===== config.mk =====
export PLATFORM = sky130hd
export DESIGN_NAME = respawn_rate_limiter_flat
export DESIGN_NICKNAME = d
export VERILOG_FILES = /design/src/rtl/rrl_pkg.sv /design/src/rtl/rrl_if.sv /design/src/rtl/rrl_cmp.sv /design/src/rtl/rrl_stamp_ram.sv /design/src/rtl/respawn_rate_limiter.sv /design/src/flat_wrapper.sv
export SDC_FILE = /design/constraint.sdc
export NUM_CORES = 1
export LEC_CHECK = 0
export BUFFER_PORTS_ARGS = -buffer_cell sky130_fd_sc_hd__buf_2
export CORE_AREA = 2 2 242 244
export DETAILED_ROUTE_END_ITERATION = 7
export DIE_AREA = 0 0 244 246
export MAX_ROUTING_LAYER = met4
export PLACE_DENSITY_LB_ADDON = 0.15
export SYNTH_ARGS = -nofsm -noshare
export SYNTH_HDL_FRONTEND = slang
export SYNTH_SLANG_ARGS = --single-unit

===== constraint.sdc =====
create_clock -name clk -period 11 [get_ports clk]
set_clock_uncertainty 0.05 [all_clocks]
set_input_delay 2.75 -clock clk [delete_from_list [all_inputs] [get_ports clk]]
set_output_delay 2.75 -clock clk [all_outputs]
set_load 0.005 [all_outputs]

===== src/rtl/rrl_pkg.sv =====
`default_nettype none

package rrl_pkg;

    // field widths fixed by the interface
    localparam int TIME_W   = 32;
    localparam int LIMIT_W  = 6;
    localparam int WINDOW_W = 31;
    localparam int RECENT_W = 5;
    localparam int CFG_IDX_W = 2;
    localparam int CFG_DATA_W = 32;

    // width of the shared add-and-compare datapath
    localparam int SUM_W = TIME_W + 3;

    // configuration register indexes
    localparam logic [CFG_IDX_W-1:0] CFG_START_LIMIT = 2'd0;
    localparam logic [CFG_IDX_W-1:0] CFG_HOLD_OFF    = 2'd1;
    localparam logic [CFG_IDX_W-1:0] CFG_WINDOW      = 2'd2;

    // "never" codes and register reset values
    localparam logic [LIMIT_W-1:0]  LIMIT_NEVER   = 6'h3f;
    localparam logic [TIME_W-1:0]   HOLD_NEVER    = 32'hffff_ffff;
    localparam logic [WINDOW_W-1:0] WINDOW_RESET  = 31'd60;

    // operation codes
    localparam logic FUNC_START = 1'b0;
    localparam logic FUNC_CHECK = 1'b1;

    typedef struct packed {
        logic                is_enabled;
        logic                went_disabled;
        logic                went_enabled;
        logic [RECENT_W-1:0] recent_starts;
    } rrl_result_t;

    // sequencer states
    typedef enum logic [3:0] {
        ST_IDLE = 4'b0001,
        ST_SCAN = 4'b0010,
        ST_EVAL = 4'b0100,
        ST_OP   = 4'b1000
    } rrl_state_t;

endpackage

`default_nettype wire


===== src/rtl/rrl_if.sv =====
`default_nettype none

// request channel into the limiter
interface rrl_in_if;
    logic        valid;
    logic        ready;
    logic        func;
    logic [31:0] now_seconds;

    modport source (output valid, output func, output now_seconds, input ready);
    modport sink   (input valid, input func, input now_seconds, output ready);
endinterface

// result channel out of the limiter
interface rrl_out_if;
    logic       valid;
    logic       ready;
    logic       is_enabled;
    logic       went_disabled;
    logic       went_enabled;
    logic [4:0] recent_starts;

    modport source (output valid, output is_enabled, output went_disabled,
                    output went_enabled, output recent_starts, input ready);
    modport sink   (input valid, input is_enabled, input went_disabled,
                    input went_enabled, input recent_starts, output ready);
endinterface

`default_nettype wire


===== src/rtl/rrl_cmp.sv =====
`default_nettype none

// shared unit: x + y against z, x optionally signed, y and z unsigned
module rrl_cmp
    import rrl_pkg::*;
(
    input  wire logic [TIME_W-1:0] x,
    input  wire logic              x_signed,
    input  wire logic [TIME_W-1:0] y,
    input  wire logic [TIME_W-1:0] z,
    output logic                   ge,
    output logic                   le
);

    logic signed [SUM_W-1:0] xs;
    logic signed [SUM_W-1:0] ys;
    logic signed [SUM_W-1:0] zs;
    logic signed [SUM_W-1:0] sum;

    // extend operands, add, compare as signed both ways
    always_comb
    begin
        xs  = $signed({{(SUM_W-TIME_W){x_signed & x[TIME_W-1]}}, x});
        ys  = $signed({{(SUM_W-TIME_W){1'b0}}, y});
        zs  = $signed({{(SUM_W-TIME_W){1'b0}}, z});
        sum = xs + ys;
        ge  = (sum >= zs);
        le  = (sum <= zs);
    end

endmodule

`default_nettype wire


===== src/rtl/rrl_stamp_ram.sv =====
`default_nettype none

// start time store: one write port, one registered read port
module rrl_stamp_ram
    import rrl_pkg::*;
#(
    parameter int DEPTH = 16,
    parameter int AW    = 4
)
(
    input  wire logic              clk,
    input  wire logic              we,
    input  wire logic [AW-1:0]     waddr,
    input  wire logic [TIME_W-1:0] wdata,
    input  wire logic              re,
    input  wire logic [AW-1:0]     raddr,
    output logic      [TIME_W-1:0] rdata
);

    logic [TIME_W-1:0] mem [DEPTH];
    logic [TIME_W-1:0] rdata_reg;

    // write
    always_ff @(posedge clk)
    begin
        if (we)
        begin
            mem[waddr] <= wdata;
        end
    end

    // registered read
    always_ff @(posedge clk)
    begin
        if (re)
        begin
            rdata_reg <= mem[raddr];
        end
    end

    assign rdata = rdata_reg;

endmodule

`default_nettype wire


===== src/rtl/respawn_rate_limiter.sv =====
`default_nettype none

// Sliding-window restart limiter. Each request carries a time and an
// operation (record a start, or run a check); the held start times that fell
// out of the window are dropped first, kept ones staying in arrival order.
// A request runs from acceptance to the result register as a sweep over the
// held start times: the store has a single read port and one shared
// add-and-compare unit, so each held stamp is read in a scan state and then
// tested and written back in an eval state; a final scan state ends the sweep
// and the operation state follows. A new request is taken only in the idle
// state, so each request is finished before the next one is accepted.
// in_ch.ready is high only while no request is in work; a finished result
// waits in the output register while the next request is taken, and the
// operation cycle waits for that register to drain. The store
// needs no clearing after reset since only counted entries are ever read.
// Configuration writes are taken at any time but belong in idle periods.
module respawn_rate_limiter
    import rrl_pkg::*;
#(
    parameter int WINDOW_DEPTH = 16
)
(
    input  wire logic                  clk,
    input  wire logic                  rst_n,
    rrl_in_if.sink                     in_ch,
    rrl_out_if.source                  out_ch,
    input  wire logic                  cfg_we,
    input  wire logic [CFG_IDX_W-1:0]  cfg_index,
    input  wire logic [CFG_DATA_W-1:0] cfg_data
);

    localparam int AW   = $clog2(WINDOW_DEPTH);
    localparam int CW   = $clog2(WINDOW_DEPTH + 1);
    localparam int CMPW = (CW + 1 > LIMIT_W) ? CW + 1 : LIMIT_W;
    localparam logic [AW-1:0] LAST_PTR = AW'(WINDOW_DEPTH - 1);
    localparam logic [CW-1:0] FULL_CNT = CW'(WINDOW_DEPTH);

    // configuration registers
    logic [LIMIT_W-1:0]  start_limit_reg;
    logic [TIME_W-1:0]   hold_off_reg;
    logic [WINDOW_W-1:0] window_reg;

    // limiter state
    logic [CW-1:0]     stamp_count_reg, stamp_count_next;
    logic [AW-1:0]     oldest_reg, oldest_next;
    logic              enabled_reg, enabled_next;
    logic [TIME_W-1:0] disabled_since_reg, disabled_since_next;

    // sequencer and sweep
    rrl_state_t        state_reg, state_next;
    logic              func_reg, func_next;
    logic [TIME_W-1:0] now_reg, now_next;
    logic [CW-1:0]     scan_reg, scan_next;
    logic [CW-1:0]     kept_reg, kept_next;
    logic [AW-1:0]     rd_ptr_reg, rd_ptr_next;
    logic [AW-1:0]     wr_ptr_reg, wr_ptr_next;

    // output register
    logic        out_valid_reg, out_valid_next;
    rrl_result_t result_reg, result_next;

    // store and shared unit connections
    logic              ram_we;
    logic [TIME_W-1:0] ram_wdata;
    logic              ram_re;
    logic [TIME_W-1:0] ram_rdata;
    logic [TIME_W-1:0] cmp_x;
    logic              cmp_x_signed;
    logic [TIME_W-1:0] cmp_y;
    logic              cmp_ge;
    logic              cmp_le;

    logic                   out_free;
    logic signed [CMPW-1:0] lim_ext;
    logic signed [CMPW-1:0] cnt_ext;

    rrl_stamp_ram #(
        .DEPTH (WINDOW_DEPTH),
        .AW    (AW)
    ) u_ram (
        .clk   (clk),
        .we    (ram_we),
        .waddr (wr_ptr_reg),
        .wdata (ram_wdata),
        .re    (ram_re),
        .raddr (rd_ptr_reg),
        .rdata (ram_rdata)
    );

    rrl_cmp u_cmp (
        .x        (cmp_x),
        .x_signed (cmp_x_signed),
        .y        (cmp_y),
        .z        (now_reg),
        .ge       (cmp_ge),
        .le       (cmp_le)
    );

    assign in_ch.ready = (state_reg == ST_IDLE);
    assign out_free    = !out_valid_reg || out_ch.ready;

    assign out_ch.valid         = out_valid_reg;
    assign out_ch.is_enabled    = result_reg.is_enabled;
    assign out_ch.went_disabled = result_reg.went_disabled;
    assign out_ch.went_enabled  = result_reg.went_enabled;
    assign out_ch.recent_starts = result_reg.recent_starts;

    assign lim_ext = CMPW'($signed(start_limit_reg));
    assign cnt_ext = $signed(CMPW'(kept_reg));

    // shared unit operand select: window test while sweeping, hold-off otherwise
    always_comb
    begin
        if (state_reg == ST_EVAL)
        begin
            cmp_x        = ram_rdata;
            cmp_x_signed = 1'b0;
            cmp_y        = {1'b0, window_reg};
        end
        else
        begin
            cmp_x        = hold_off_reg;
            cmp_x_signed = 1'b1;
            cmp_y        = disabled_since_reg;
        end
    end

    // sequencer
    always_comb
    begin
        state_next          = state_reg;
        func_next           = func_reg;
        now_next            = now_reg;
        scan_next           = scan_reg;
        kept_next           = kept_reg;
        rd_ptr_next         = rd_ptr_reg;
        wr_ptr_next         = wr_ptr_reg;
        stamp_count_next    = stamp_count_reg;
        oldest_next         = oldest_reg;
        enabled_next        = enabled_reg;
        disabled_since_next = disabled_since_reg;
        out_valid_next      = out_valid_reg && !out_ch.ready;
        result_next         = result_reg;
        ram_we              = 1'b0;
        ram_wdata           = ram_rdata;
        ram_re              = 1'b0;

        case (state_reg)
            ST_IDLE:
            begin
                if (in_ch.valid)
                begin
                    func_next   = in_ch.func;
                    now_next    = in_ch.now_seconds;
                    scan_next   = '0;
                    kept_next   = '0;
                    rd_ptr_next = oldest_reg;
                    wr_ptr_next = oldest_reg;
                    state_next  = ST_SCAN;
                end
            end
            ST_SCAN:
            begin
                if (scan_reg == stamp_count_reg)
                begin
                    state_next = ST_OP;
                end
                else
                begin
                    ram_re     = 1'b1;
                    state_next = ST_EVAL;
                end
            end
            ST_EVAL:
            begin
                // keep the stamp if still inside the window, packed in order
                if (cmp_ge)
                begin
                    ram_we      = 1'b1;
                    kept_next   = kept_reg + 1'b1;
                    wr_ptr_next = (wr_ptr_reg == LAST_PTR) ? '0 : wr_ptr_reg + 1'b1;
                end
                rd_ptr_next = (rd_ptr_reg == LAST_PTR) ? '0 : rd_ptr_reg + 1'b1;
                scan_next   = scan_reg + 1'b1;
                state_next  = ST_SCAN;
            end
            ST_OP:
            begin
                if (out_free)
                begin
                    result_next.went_disabled = 1'b0;
                    result_next.went_enabled  = 1'b0;
                    stamp_count_next          = kept_reg;
                    if (func_reg == FUNC_START)
                    begin
                        // append; a full store overwrites its oldest entry
                        ram_we    = 1'b1;
                        ram_wdata = now_reg;
                        if (kept_reg == FULL_CNT)
                        begin
                            oldest_next = (oldest_reg == LAST_PTR) ? '0 : oldest_reg + 1'b1;
                        end
                        else
                        begin
                            stamp_count_next = kept_reg + 1'b1;
                        end
                    end
                    else if (enabled_reg)
                    begin
                        if (start_limit_reg != LIMIT_NEVER && cnt_ext >= lim_ext)
                        begin
                            enabled_next              = 1'b0;
                            disabled_since_next       = now_reg;
                            stamp_count_next          = '0;
                            oldest_next               = '0;
                            result_next.went_disabled = 1'b1;
                        end
                    end
                    else
                    begin
                        // hold-off expired once disabled_since + hold_off <= now
                        if (hold_off_reg != HOLD_NEVER && cmp_le)
                        begin
                            enabled_next             = 1'b1;
                            disabled_since_next      = '0;
                            result_next.went_enabled = 1'b1;
                        end
                    end
                    result_next.is_enabled    = enabled_next;
                    result_next.recent_starts = RECENT_W'(stamp_count_next);
                    out_valid_next            = 1'b1;
                    state_next                = ST_IDLE;
                end
            end
            default:
            begin
                state_next = ST_IDLE;
            end
        endcase
    end

    // control and state registers
    always_ff @(posedge clk or negedge rst_n)
    begin
        if (!rst_n)
        begin
            state_reg          <= ST_IDLE;
            stamp_count_reg    <= '0;
            oldest_reg         <= '0;
            enabled_reg        <= 1'b1;
            disabled_since_reg <= '0;
            out_valid_reg      <= 1'b0;
            scan_reg           <= '0;
            kept_reg           <= '0;
            rd_ptr_reg         <= '0;
            wr_ptr_reg         <= '0;
        end
        else
        begin
            state_reg          <= state_next;
            stamp_count_reg    <= stamp_count_next;
            oldest_reg         <= oldest_next;
            enabled_reg        <= enabled_next;
            disabled_since_reg <= disabled_since_next;
            out_valid_reg      <= out_valid_next;
            scan_reg           <= scan_next;
            kept_reg           <= kept_next;
            rd_ptr_reg         <= rd_ptr_next;
            wr_ptr_reg         <= wr_ptr_next;
        end
    end

    // request and result payload
    always_ff @(posedge clk)
    begin
        func_reg   <= func_next;
        now_reg    <= now_next;
        result_reg <= result_next;
    end

    // configuration registers
    always_ff @(posedge clk or negedge rst_n)
    begin
        if (!rst_n)
        begin
            start_limit_reg <= LIMIT_NEVER;
            hold_off_reg    <= HOLD_NEVER;
            window_reg      <= WINDOW_RESET;
        end
        else if (cfg_we)
        begin
            case (cfg_index)
                CFG_START_LIMIT: start_limit_reg <= cfg_data[LIMIT_W-1:0];
                CFG_HOLD_OFF:    hold_off_reg    <= cfg_data[TIME_W-1:0];
                CFG_WINDOW:      window_reg      <= cfg_data[WINDOW_W-1:0];
                default:
                begin
                    start_limit_reg <= start_limit_reg;
                end
            endcase
        end
    end

endmodule

`default_nettype wire

===== src/flat_wrapper.sv =====
// flat-port wrapper written by rule: the top's interface ports become plain ports
module respawn_rate_limiter_flat import rrl_pkg::*;
#(
    parameter int WINDOW_DEPTH = 16
)
  (clk, rst_n, cfg_we, cfg_index, cfg_data, in_ch_valid, in_ch_func, in_ch_now_seconds, in_ch_ready, out_ch_valid, out_ch_is_enabled, out_ch_went_disabled, out_ch_went_enabled, out_ch_recent_starts, out_ch_ready);
  rrl_in_if in_ch_i ();
  rrl_out_if out_ch_i ();
  input  wire logic clk;
  input  wire logic rst_n;
  input  wire logic cfg_we;
  input  wire logic [CFG_IDX_W-1:0] cfg_index;
  input  wire logic [CFG_DATA_W-1:0] cfg_data;
  input wire logic [$bits(in_ch_i.valid)-1:0] in_ch_valid;
  input wire logic [$bits(in_ch_i.func)-1:0] in_ch_func;
  input wire logic [$bits(in_ch_i.now_seconds)-1:0] in_ch_now_seconds;
  output wire logic [$bits(in_ch_i.ready)-1:0] in_ch_ready;
  output wire logic [$bits(out_ch_i.valid)-1:0] out_ch_valid;
  output wire logic [$bits(out_ch_i.is_enabled)-1:0] out_ch_is_enabled;
  output wire logic [$bits(out_ch_i.went_disabled)-1:0] out_ch_went_disabled;
  output wire logic [$bits(out_ch_i.went_enabled)-1:0] out_ch_went_enabled;
  output wire logic [$bits(out_ch_i.recent_starts)-1:0] out_ch_recent_starts;
  input wire logic [$bits(out_ch_i.ready)-1:0] out_ch_ready;
  assign in_ch_i.valid = in_ch_valid;
  assign in_ch_i.func = in_ch_func;
  assign in_ch_i.now_seconds = in_ch_now_seconds;
  assign in_ch_ready = in_ch_i.ready;
  assign out_ch_valid = out_ch_i.valid;
  assign out_ch_is_enabled = out_ch_i.is_enabled;
  assign out_ch_went_disabled = out_ch_i.went_disabled;
  assign out_ch_went_enabled = out_ch_i.went_enabled;
  assign out_ch_recent_starts = out_ch_i.recent_starts;
  assign out_ch_i.ready = out_ch_ready;
  respawn_rate_limiter #(.WINDOW_DEPTH(WINDOW_DEPTH)) u_core (.clk(clk), .rst_n(rst_n), .in_ch(in_ch_i), .out_ch(out_ch_i), .cfg_we(cfg_we), .cfg_index(cfg_index), .cfg_data(cfg_data));
endmodule

==> flow_results.org, run 1 <==
** Run status
- The flow ran to the end, and the final reports show no timing, DRC or antenna violations.

** STA
- PnR worst setup slack :: 3.31 ns
- Based on the critical path, the design can be clocked at up to 130 MHz.
- Setup violations remaining at the end of the flow were counted as 0.
- In this run the tightest slew margin relative to its limit is 25.9%.
- After routing, the total negative slack on setup checks comes to 0 ns.
- Counting I/O delays and the setup requirement, the final critical path takes 7.69 ns.
- Final-report max-slew violation count :: 0
- Hold timing on the final database bottoms out at a slack of 0.458 ns.
- Share of the clock period used by the worst path :: 69.9%
- Setup repair after global routing left no endpoint under its margin.
- At the pin with the least slew margin, the transition time is 1.11 ns.
- The total count of hold-check failures in the final report is 0.

** Synth
- Netlist area before placement :: 31200 µm²
- The synthesized netlist devotes 4.97% of its cell area to compound gates.
- The share of synthesized area in the top cell type comes to 56.4%.
- Main synth FF type :: edfxtp_1
- After technology mapping, the gate count stands at 1900.
- After synthesis, flip-flops and latches occupy 67.3% of the total area.
- Counting flops with an async set or reset pin after synthesis yields a share of 18.6%.
- The synthesized design contains just under 600 enable-type register cells.
- The synthesized netlist devotes under 10% of its cell area to adder and majority cells.
- Counting instances in the post-synthesis netlist gives the leading cell types as edfxtp_1 (585), nand2_1 (230), mux4_2 (160).
- Warnings from Yosys :: 0
- Post-synthesis sequential element count :: ~720
- Area fraction in and, or, nand and nor cells after synthesis :: 6.30%
- Leading cell types by total area after synthesis :: edfxtp_1 (56%), mux4_2 (12%), dfrtp_1 (7.2%), dfstp_2 (3.7%), mux2_2 (3.6%)
- The most common cell in the synthesized netlist is edfxtp_1.
- Synth Area per Inst :: 16.4 µm²
- edfxtp_1 takes more of the synthesized area than any other cell.
- The number of nets in the synthesized netlist is about 2100.
- After synthesis, the largest family of logic cells by area is multiplexers.
- XOR/XNOR Fraction of Synth Area :: under 10%
- Number of different library cells in the post-synthesis netlist :: slightly below 80
- Post-synthesis mux area share :: 15.4%

** Die
- The die is 246 µm tall.
- Die Span X :: 244 µm
- Initial Utilization :: 54.3%
- During I/O placement, the number of pins put on the boundary was 82.
- Number of rows created at floorplan :: 88
- Area of the core region :: roughly 57000 µm²
- Full die area :: 60000 µm²

** Final layout
- Number of flip-flops under the largest register name :: between 500 and 600
- Share of the core filled with cells in the final layout :: 60.7%
- Count of placed standard cells in the final layout, fillers left out :: 2810
- The finished cells cover 34800 µm².
- Diodes inserted :: 0
- Fraction of layout instances using a drive strength above 1 :: 27.0%
- Layout-stage area growth over the synthesis result :: 11.7%
- Register with the highest flop count :: u_core.u_ram.mem
- Total number of nets in the final design :: ~2100

** Clock network
- No sink is reached through more buffers than the 3 on the longest clock path.
- Clock H-tree levels :: 3
- TritonCTS built the clock tree.
- Post-CTS setup buffer count :: 0
- Clock latency on the worst-skew pair :: 0.63 ns
- Clock root buffer :: clkbuf_16
- After clock tree synthesis, the clock-pin slew on the worst setup and hold paths is 0.06 ns.
- The clock net in this run drives a total of a little over 700 sinks.
- Hold buffer count at CTS :: 0
- In this run, CTS created clock tree buffers numbering 75.
- Gates resized during post-CTS repair numbered 0.

** Global routing
- Overall routing resource usage :: 24.8%
- GR peak layer :: met1
- Global routing consumed, on the met3 layer, 4.53% of the routing resources.
- In the global route stage, met1 resource usage came out at 37.3%.
- Global-route wire length before repair :: 107000 µm
- Via count of the first global-routing pass :: between 15000 and 20000
- Entering global routing, the biggest net connects 81 pins.
- Number of antenna violations at the first check in global routing :: 0
- Global route total overflow :: 0
- GR met2 Demand/Resource :: around a third

** Drt
- Final wirelength :: 70200 µm
- Initial DRT Pass Iterations :: 5
- Detailed-route DRC error count :: 0
- After the first detailed-routing iteration, the DRC count stood at 1550.
- After detailed routing, the average wire length per cell comes to 25.0 µm.
- Vias/cell :: 6.10
- Number of vias after detailed routing :: 17100
- Antenna violation net count after detailed routing :: 0

** Worst hold path
- The path class of the tightest hold or removal check is register to register.

** Placement
- Once placement finished, the instance area stood at 32400 µm².
- Count of buffers inserted at the top-level ports :: slightly above 80
- Routability-driven placement finished with a final weighted congestion of roughly 0.93.
- Post-placement worst setup slack :: 3.47 ns
- HPWL Detailed :: ~47000 µm
- Number of placed cells counting well taps :: around 2700

** Critical path
- For the worst setup path, the data required time is 11.19 ns.
- STA classifies the critical path endpoint as a register.
- STA puts the critical path data arrival time at 7.88 ns.
- Launching element type of the critical path :: register
- Critical Setup Path Class :: register to register
- Setup slack on the worst flop-to-flop path :: 3.31 ns
- Worst Path Max Fanout :: 39

** Power and ir drop
- Power, Total :: between 7 and 8 mW
- For this design the static power due to leakage is 12.4 nW.
- VDD sags by at most 154 µV.
- For this design the ratio of total power to cell area is 210 nW/µm².

** Run
- Max cap viols :: 0
## cell usage in the layout (no fill, tap or decap), drive strengths merged, types with 3 or more instances in the layout
master,count
nand3b,6
mux2,102
inv,62
mux2i,4
clkinv,19
a211oi,41
a21oi,54
nand3,24
bufinv,7
nor4bb,3
nor4,7
nand2,230
a21o,18
buf,97
and3,21
nand2b,7
edfxtp,585
o21a,3
a221o,3
o211ai,5
dfstp,44
o21ai,43
and2,8
o21bai,7
mux4,160
dfrtp,90
nor2,82
nand4,21
ha,78
a31o,4
xor2,11
o22ai,7
a31oi,14
xnor2,26
clkbuf,100
nor2b,3
nor3,15
a221oi,3
## metal layers
metal  share of wire, %  vias to the layer above  routed length (µm)
li1                   -                     7602                   -
met1                 46                     8800               32400
met2                 44                      602               31000
met3                7.2                      124                5090
met4                2.4                        0                1710
met5                  0                        -                   0
## worst max-delay path, stage by stage (launching register included)
cell and delay [ns]:
dfrtp_1 0.50, nor4b_2 0.31, buf_4 0.44, buf_4 0.47
nand2_1 0.11, nand2_1 0.09, ha_1 0.22, fa_1 0.26
a211oi_1 0.13, o211ai_1 0.29, nand3_1 0.16, nor3_1 0.49
o31ai_1 0.22, a31oi_1 0.30, o221ai_1 0.19, xnor2_1 0.16
ha_1 0.31, nand4_1 0.16, nor4_1 0.51, o41a_1 0.31
nor3_2 0.08, a31oi_4 0.35, or2_4 0.29, and3_2 0.79
## final timing paths
kind | from | end | depth (start not counted)
max in group asynchronous | rst_n | u_core.rd_ptr_reg[0] | 2
setup reg to reg | u_core.state_reg[3] | u_core.u_ram.mem[2][11] | 23
hold reg to reg | u_core.window_reg[19] | u_core.window_reg[19] | 1
min in group asynchronous | rst_n | u_core.window_reg[14] | 1
hold / removal | u_core.window_reg[19] | u_core.window_reg[19] | 1
setup / recovery | u_core.state_reg[3] | u_core.u_ram.mem[2][11] | 23
## final cells by class
type / count / area [µm²]
Fill cell: 4238 / 22600
Tap cell: 765 / 957
Timing Repair Buffer: 97 / 532
Clock buffer: 100 / 1990
Inverter: 60 / 225
Clock inverter: 29 / 444
Sequential cell: 719 / 21000
Multi-Input combinational cell: 1040 / 9680
## where the power goes
group	internal [mW]	leakage (nW)	switching [mW]
clock network	1.45	1.16	1.05
logic	0.661	4.31	0.775
registers	3.18	6.90	0.183
total	5.30	12.4	2.00
## cell families after synthesis
group,count (synthesis)
DFF,719
muxes,266
AOI/OAI and AO/OA,221
buffers and inverters,141
and+or+nand+nor,437
adders and majority gates,79
xor gates and xnor gates,37
No activity file was read; power rests on OpenSTA's default activity.
==> run 2: changes to the inputs <==
==> constraint.sdc (replaced) <==
create_clock -name clk -period 6.8 [get_ports clk]
set_clock_uncertainty 0.05 [all_clocks]
set_input_delay 1.7 -clock clk [delete_from_list [all_inputs] [get_ports clk]]
set_output_delay 1.7 -clock clk [all_outputs]
set_load 0.005 [all_outputs]
==> run 2 against run 1 <==
- non-clock buffer count up 10
- sequential share of layout area down 0.36 points
- combinational power up 63%
- total power up 61%
- clock power up 61%
- die area unchanged
- final area up 0.59%
- highest routed layer unchanged
- worst setup slack worse by 3.0 ns
- final cell count up 0.68%
==> flow_results.org, run 2 (synthesized netlist as in run 1, its figures left out) <==
** Clock network
- The clock latency on the worst-skew pair came to 0.63 ns (about the same).
- The root buffer cell chosen for the clock tree is clkbuf_16.
- The register clock-pin slew on the reported worst setup and hold paths was 0.06 ns (about the same).
- CTS tree :: built
- CTS Buffer Depth :: 3 (unchanged)
- Sinks on the clock net :: 719 (unchanged)
- TritonCTS Buffers :: 76 (+1.3%)
- Clock H-tree levels :: 3 (unchanged)
- The number of buffers inserted to repair setup after CTS is 0 (unchanged).

** Placement
- The post-place setup slack is 0.0421 ns (-3.43 ns).
- Number of placed cells counting well taps :: 2691 (+0.37%)
- Total cell area at the placement stage :: 32500 µm² (+0.39%)
- HPWL Detailed :: 47600 µm (+0.25%)
- Final GP Congestion :: 0.947 (+1.4%)
- The number of I/O port buffers was 81 (unchanged).

** Critical path
- STA classifies the critical path endpoint as a register.
- The flop-to-flop setup slack came to 0.36 ns (-2.95 ns).
- STA classifies the critical path startpoint as a register.
- Origin of the critical flop-to-flop path :: u_core.state_reg[1]
- FF-to-FF path depth :: 23 (unchanged)
- The critical path required time came to 7.01 ns (-4.18 ns).
- The endpoint identified for the worst register-to-register timing path is u_core.u_ram.mem[5][23].
- Worst Path Max Fanout :: 32 (-18%)
- The arrival time at the worst endpoint came to 6.65 ns (-1.23 ns).
- Critical Setup Path Class :: register to register

** STA
- The count of endpoints failing setup in the final report was 0 (unchanged).
- Setup repair after global routing missed its margin :: no
- The share of the clock period used by the worst path after layout came to 94.8% (+25 points).
- Final hold slack :: 0.459 ns (+0.000323 ns)
- Hold Violations, Final :: 0 (unchanged)
- Highest clock frequency the design can meet :: 155 MHz (+19%)
- Normalized max-slew margin :: 22.9% (-3.0 points)
- Worst Tran Pin Value :: 1.16 ns (+0.0445 ns)
- Accumulated negative setup slack :: 0 ns (unchanged)
- The setup slack after layout was 0.356 ns (-2.95 ns).
- The minimum clock period is 6.44 ns (-1.25 ns).
- The number of max-slew violations in the final report came to 0 (unchanged).

** Power and ir drop
- The power per unit of standard cell area was 336 nW/µm² (+60%).
- The part of the power in the clock network was 34.1% (about the same).
- Gate power share :: 20.0% (+0.3 points)
- The switching power of the nets was 3.23 mW (+61%).
- The leakage power came to 12.4 nW (+0.35%).
- The internal portion of total power is 8.55 mW (+61%).
- Sw Ratio :: 27.4% (-0.045 points)
- The post-route total power came to 11.8 mW (+61%).
- The maximum vdd drop came to 282 µV (+83%).
- The sequential cell fraction of total power came to 45.9% (-0.2 points).

** Drt
- The routed wirelength normalized by instance count is 24.8 µm (-0.90%).
- Final wirelength :: 70100 µm (-0.23%)
- DRT iter0 DRCs :: 1702 (+9.8%)
- The via count is 17200 (+0.20%).
- Antenna violation net count after detailed routing :: 0 (unchanged)
- The post-route DRC violation count came to 0 (unchanged).
- Vias/cell :: 6.07 (-0.47%)
- The count of TritonRoute iterations in the first routing pass was 6 (+1).

** Final layout
- Leading cell type in the layout, fill and taps excluded :: edfxtp_1
- Fraction of layout instances using a drive strength above 1 :: 27.8% (+0.77 points)
- Final-layout fill cell count :: 4284 (+1.1%)
- The number of nets in the final layout came to 2155 (+0.51%).
- The final instance area came to 35000 µm² (+0.59%).
- The number of flip-flops in the largest register was 512 (unchanged).
- Register with the highest flop count :: u_core.u_ram.mem
- Share of the core filled with cells in the final layout :: 61.0% (+0.36 points)
- Layout-stage area growth over the synthesis result :: 12.4%
- Count of placed standard cells in the final layout, fillers left out :: 2829 (+0.68%)
- The top cell types in the final layout, fill and taps aside, are edfxtp_1 (585), nand2_1 (230), mux4_2 (160).
- The number of antenna diodes was 0 (unchanged).

** Die
- Die Span X :: 244 µm (unchanged)
- Area of the core region :: 57400 µm² (unchanged)
- The cell row count came to 88 (unchanged).
- The count of boundary I/O pins was 82 (unchanged).
- Die Span Y :: 246 µm (unchanged)
- Initial Utilization :: 54.3% (unchanged)
- Full die area :: 60000 µm² (unchanged)

** Run
- Max cap viols :: 0 (unchanged)

** Global routing
- Pin count of the biggest net entering global routing :: 133 (+64%)
- Number of antenna violations at the first check in global routing :: 1 (+1)
- Global-route wire length before repair :: 107000 µm (+0.58%)
- Via count of the first global-routing pass :: 17300 (+0.058%)
- Global route total overflow :: 0 (unchanged)
- Overall routing resource usage :: 24.7% (-0.079 points)

** Run status
- The run finished with clean final reports.

** Worst hold path
- Count of cells along the worst hold path :: 1 (unchanged)
- Worst min-delay path startpoint :: u_core.window_reg[27]
- WHS Endpoint :: u_core.window_reg[27]
- The tightest min-delay check is of the register to register type.
run 2: area by class of cell:
| cell class | instances | area [µm²] | area share, % |
|---|---|---|---|
| timing repair buffer | 107 | 657 | 1.88 |
| clock inverter | 37 | 415 | 1.19 |
| clock buffer | 101 | 2030 | 5.78 |
| tap | 765 | 957 | 2.73 |
| multi-input combinational | 1040 | 9750 | 27.9 |
| sequential | 719 | 21000 | 59.9 |
| inverter | 60 | 225 | 0.643 |
run 2: layer usage:
metal	share of wire, %	GRT usage (%)	up-vias
li1	-	-	7610
met1	46	37.1	8825
met2	43	34.4	611
met3	7.3	4.83	117
met4	2.9	7.62	0
met5	0	-	-
run 2: worst max-delay path by stage:
stage,to,startpoint,depth (start not counted)
2_1_floorplan,u_core.u_ram.mem[15][0],u_core.state_reg[3],24
5_1_grt,u_core.u_ram.mem[5][24],u_core.state_reg[1],23
3_5_place_dp,u_core.u_ram.mem[5][4],u_core.state_reg[1],23
4_1_cts,u_core.u_ram.mem[3][23],u_core.state_reg[1],23
6_report,u_core.u_ram.mem[5][23],u_core.state_reg[1],23
3_3_place_gp,u_core.u_ram.mem[3][4],u_core.state_reg[1],23
run 2: power groups by stage:
stage	clock (mW)	sequential [mW]	combinational, mW
global route	4.27	5.43	2.57
finish	4.02	5.41	2.35
detailed placement	0	5.49	2.35
floorplan	0	5.31	1.75
CTS	4.10	5.41	2.37
global placement	0	5.49	2.31
run 2: critical path, cell delays in order, from the launching register on:
cell	delay, ns
dfrtp_1	0.47
nor2_1	0.21
nand3b_1	0.28
buf_12	0.26
nand2_1	0.07
nand2_1	0.05
ha_1	0.24
fa_1	0.43
a211oi_1	0.34
o211ai_1	0.20
nand3_1	0.21
o21ai_0	0.19
a21o_1	0.23
a21oi_1	0.17
xnor2_1	0.10
ha_1	0.30
nand4_1	0.23
nor3_2	0.35
o31a_1	0.30
o41a_1	0.23
nor3_2	0.08
a31oi_4	0.20
or2_4	0.27
and3_4	0.57
run 2: repair_timing:
| item | CTS | global route |
|---|---|---|
| hold buffers | 0 | 0 |
| gates resized for setup | 2 | 17 |
| endpoints found under the setup margin | 32 | 537 |
| pin swaps | 0 | 1 |
| cloned | 0 | 0 |
==> run 3: changes to the inputs <==
--- a/config.mk
+++ b/config.mk
@@ -5,12 +5,14 @@
 export SDC_FILE = /design/constraint.sdc
 export NUM_CORES = 1
 export LEC_CHECK = 0
+export ABC_AREA = 1
 export BUFFER_PORTS_ARGS = -buffer_cell sky130_fd_sc_hd__buf_2
-export CORE_AREA = 2 2 242 244
+export CORE_AREA = 2 2 254 256
 export DETAILED_ROUTE_END_ITERATION = 7
-export DIE_AREA = 0 0 244 246
+export DIE_AREA = 0 0 256 258
 export MAX_ROUTING_LAYER = met4
 export PLACE_DENSITY_LB_ADDON = 0.15
 export SYNTH_ARGS = -nofsm -noshare
 export SYNTH_HDL_FRONTEND = slang
+export SYNTH_HIERARCHICAL = 1
 export SYNTH_SLANG_ARGS = --single-unit
==> run 3 against run 2 <==
- highest routed layer unchanged
- critical path depth grew 10
- clock power grew 3%
- sequential share of layout area down 5.3 points
- utilization down 0.71 points
- final area up 9.7%
- via count up 44%
- area after synthesis rose by 11%
- total power rose by 17%
==> flow_results.org, run 3 <==
** Drt
- The total wire length is 88400 µm (+26%).
- The post-route DRC violation count was 0 (unchanged).
- The count of TritonRoute iterations in the first routing pass was 6 (unchanged).
- The via count is 24600 (+44%).
- WL/cell :: 18.9 µm (-24%)
- Vias/cell :: 5.26 (-13%)
- DRT iter0 DRCs :: 2438 (+43%)
- Antenna violation net count after detailed routing :: 0 (unchanged)

** Final layout
- The number of nets in the final layout is 3915 (+82%).
- Register area :: 21000 µm² (unchanged)
- Multi-input gate area in the final layout :: 10500 µm² (+7.6%)
- The fill cell instance count of the final layout came to 5383 (+26%).
- Number of flip-flops under the largest register name :: 512 (unchanged)
- Diodes inserted :: 0 (unchanged)
- The register with the most flip-flops in the final layout is u_core/u_ram/mem.
- Leaving out fill and tap cells, the most frequent cell in the layout is nand2_1.
- The area growth from synthesis to layout is 10.9%.
- The share of post-route cells with drive strength above 1 is 9.66% (-18 points).
- The library cells used most frequently in the layout, excluding fill and tap cells, are nand2_1 (1188), inv_1 (622), edfxtp_1 (585).
- The non-filler instance count after layout is 4684 (+66%).

** Clock network
- TritonCTS Buffers :: 76 (unchanged)
- Clock Pin Slew Worst Setup and Hold Paths :: 0.06 ns (about the same)
- Sinks on the clock net :: 719 (unchanged)
- CTS Buffer Depth :: 3 (unchanged)
- The hold buffer count at cts came to 0 (unchanged).
- Clock latency on the worst-skew pair :: 0.64 ns (about the same)
- The number of levels the H-tree was split into came to 3 (unchanged).
- In this run the clock root is driven by a clkbuf_16.
- TritonCTS built the clock tree.

** Placement
- Post-placement worst setup slack :: 0.370 ns (+0.327 ns)
- The final weighted congestion in routability-driven placement came to 0.927 (-2.1%).
- The number of I/O port buffers came to 81 (unchanged).
- The placed wire-length estimate after detailed placement came to 55900 µm (+18%).
- The placed cell count came to 4541 (+69%).

** Global routing
- GR peak layer :: met2
- Met3 global-route usage :: 4.51% (-0.32 points)
- Global route total overflow :: 0 (unchanged)
- Global-route wire length before repair :: 136000 µm (+26%)
- GR met2 Demand/Resource :: 42.0% (+7.6 points)
- Via count of the first global-routing pass :: 23100 (+34%)
- Pin count of the biggest net entering global routing :: 138 (+3.8%)
- Number of antenna violations at the first check in global routing :: 3 (+2)
- The global routing usage on met1 is 37.8% (+0.72 points).
- Overall routing resource usage :: 27.5% (+2.8 points)

** STA
- Accumulated negative setup slack :: 0 ns (unchanged)
- The minimum clock period is 6.29 ns (-0.154 ns).
- The number of max-slew violations in the final report is 0 (unchanged).
- The worst hold slack across all endpoints was 0.422 ns (-0.0367 ns).
- The share of the clock period used by the worst path after layout was 92.5% (-2.3 points).
- The count of endpoints failing setup in the final report is 0 (unchanged).
- Worst Tran Pin Value :: 1.32 ns (+0.167 ns)
- The setup slack after layout was 0.510 ns (+0.154 ns).
- The highest achievable clock rate is 159 MHz (+2.4%).
- Normalized max-slew margin :: 11.8% (-11 points)
- Setup repair after global routing could not meet its margin everywhere.
- The total count of hold-check failures in the final report was 0 (unchanged).

** Critical path
- The number of buffers and inverters on the critical path is 4 (+3).
- The maximum fanout count along the critical path is 18 (-44%).
- The peak per-stage delay on the critical path is 0.88 ns (+0.31 ns).
- The arrival time at the worst endpoint is 6.50 ns (-0.15 ns).
- By instance count, the cell type seen most on the critical path is nand2_1.
- Critical-path cell with the highest stage delay :: nor2_2
- Launching element type of the critical path :: register
- In this design, the largest share of critical-path delay is due to simple AND/OR/NAND/NOR gates.
- The worst setup path is captured at a register.
- Critical Setup Path Class :: register to register
- Worst Path Required :: 7.01 ns (about the same)

** Synth
- Netlist area before placement :: 34600 µm² (+11%)
- The post-synthesis share of cell area spent on xor and xnor gates is 0.911% (-0.13 points).
- Compound-gate portion of the synthesized area :: 3.82% (-1.1 points)
- Count of flip-flops with a built-in enable after synthesis :: 585 (unchanged)
- Synth Area per Inst :: 9.35 µm² (-43%)
- Post-synthesis sequential element count :: 719 (unchanged)
- Post-synth top area share :: 50.7% (-5.6 points)
- Sorting the synthesized cells by how often they occur yields nand2_1 (1190), inv_1 (623), edfxtp_1 (585).
- The async set-or-reset flop fraction in the synthesized netlist came to 18.6% (unchanged).
- The number of instances in the synthesized netlist was 3701 (+95%).
- The synthesized netlist net count came to 3849 (+88%).
- Most repeated cell in the gate-level netlist after synthesis :: nand2_1
- Sequential-to-total area share from yosys stat :: 60.6% (-6.7 points)
- The most used flip-flop cell after synthesis is edfxtp_1.
- The biggest area contributor in the post-synthesis netlist is edfxtp_1.
- Number of different library cells in the post-synthesis netlist :: 53 (-31%)
- The area share of fa/ha/maj cells after synthesis was 2.77% (-0.43 points).
- Sorting the synthesized cells by area gives the leading types as edfxtp_1 (51%), nand2_1 (13%), inv_1 (6.8%), nand3_1 (6.7%), dfrtp_1 (6.5%).
- The area share of and/or/nand/nor cells after synthesis came to 22.2% (+16 points).
- Post-synthesis mux area share :: 0.0325% (-15 points)
- Dominant combinational cell family by area after synthesis :: simple AND/OR/NAND/NOR gates
- Warnings from Yosys :: 6 (+6)

** Run status
- The run finished with clean final reports.

** Power and ir drop
- The maximum vdd drop was 226 µV (-20%).
- Power density over the cells :: 358 nW/µm² (+6.5%)
- The leakage power was 17.7 nW (+42%).

** Worst hold path
- Min-delay worst type :: register to register

** Die
- The count of boundary I/O pins is 82 (unchanged).
- Number of rows created at floorplan :: 93 (+5.7%)
- Area of the core region :: 63600 µm² (+11%)
- The horizontal extent of the die is 256 µm (+4.9%).
- The chip height is 258 µm (+4.9%).
- Initial Utilization :: 54.4% (+0.063 points)
- The die footprint came to 66000 µm² (+10%).

** Run
- Max cap viols :: 0 (unchanged)
-- run 3: area by class of cell --
type                            instances  share of cell area (%)
Clock buffer                          101                    5.47
Multi-Input combinational cell       2199                    27.3
Clock inverter                         39                    1.01
Sequential cell                       719                    54.6
Inverter                              627                    6.15
Timing Repair Buffer                  144                    2.60
Tap cell                              855                    2.79
-- run 3: worst reg2reg max path: cells and delay by family, from the launching register on --
| family | cells | cell delay [ns] |
|---|---|---|
| xor gates and xnor gates | 1 | 0.17 |
| buffers and inverters | 4 | 0.59 |
| adders and majority gates | 2 | 0.59 |
| and+or+nand+nor | 22 | 3.41 |
| DFF | 1 | 0.40 |
| AOI/OAI and AO/OA | 4 | 0.71 |
-- run 3: path summary, 6_finish.rpt --
| check | start | to | slack [ns] | depth (start not counted) |
|---|---|---|---|---|
| max in group asynchronous | rst_n | u_core/window_reg[19] | 4.44 | 2 |
| min in group asynchronous | rst_n | u_core/kept_reg[3] | 1.07 | 1 |
| min | u_core/disabled_since_reg[20] | u_core/disabled_since_reg[20] | 0.42 | 2 |
| min reg2reg | u_core/disabled_since_reg[20] | u_core/disabled_since_reg[20] | 0.42 | 2 |
| max | u_core/state_reg[1] | u_core/u_ram/mem[0][13] | 0.51 | 33 |
| max reg2reg | u_core/state_reg[1] | u_core/u_ram/mem[0][13] | 0.51 | 33 |
-- run 3: metrics by stage --
stage                     power (mW)  area, µm²  util (%)
after floorplan                 8.42      34600         -
after CTS                       13.8      38400      60.3
after detailed placement        9.63      35900      56.4
after global placement          9.59      35900      56.4
final                           13.8      38400      60.3
after global routing            14.4      38400      60.3
-- run 3: timing repair --
item	in CTS	in global routing
buffers inserted	0	2
setup endpoints to repair	0	70
resized for setup	0	2
-- run 3: where the power goes --
group | switching (mW) | leakage (nW) | internal, mW
clock | 1.77 | 1.22 | 2.39
combinational | 2.86 | 9.53 | 1.09
sequential | 0.340 | 6.93 | 5.30
-- run 3: layer usage --
metal / wire (µm) / share of wire, %
met1: 39100 / 44
met5: 0 / 0
met4: 2560 / 2.9
met2: 40600 / 46
met3: 6150 / 7.0
-- run 3: cells by family (layout without fill, tap and decap cells) --
group / count (synthesis) / count (layout)
buffers and inverters: 784 / 911
muxes: 1 / 1
adders and majority gates: 76 / 76
AOI/OAI and AO/OA: 241 / 241
DFF: 719 / 719
and+or+nand+nor: 1844 / 1845
xor gates and xnor gates: 36 / 36
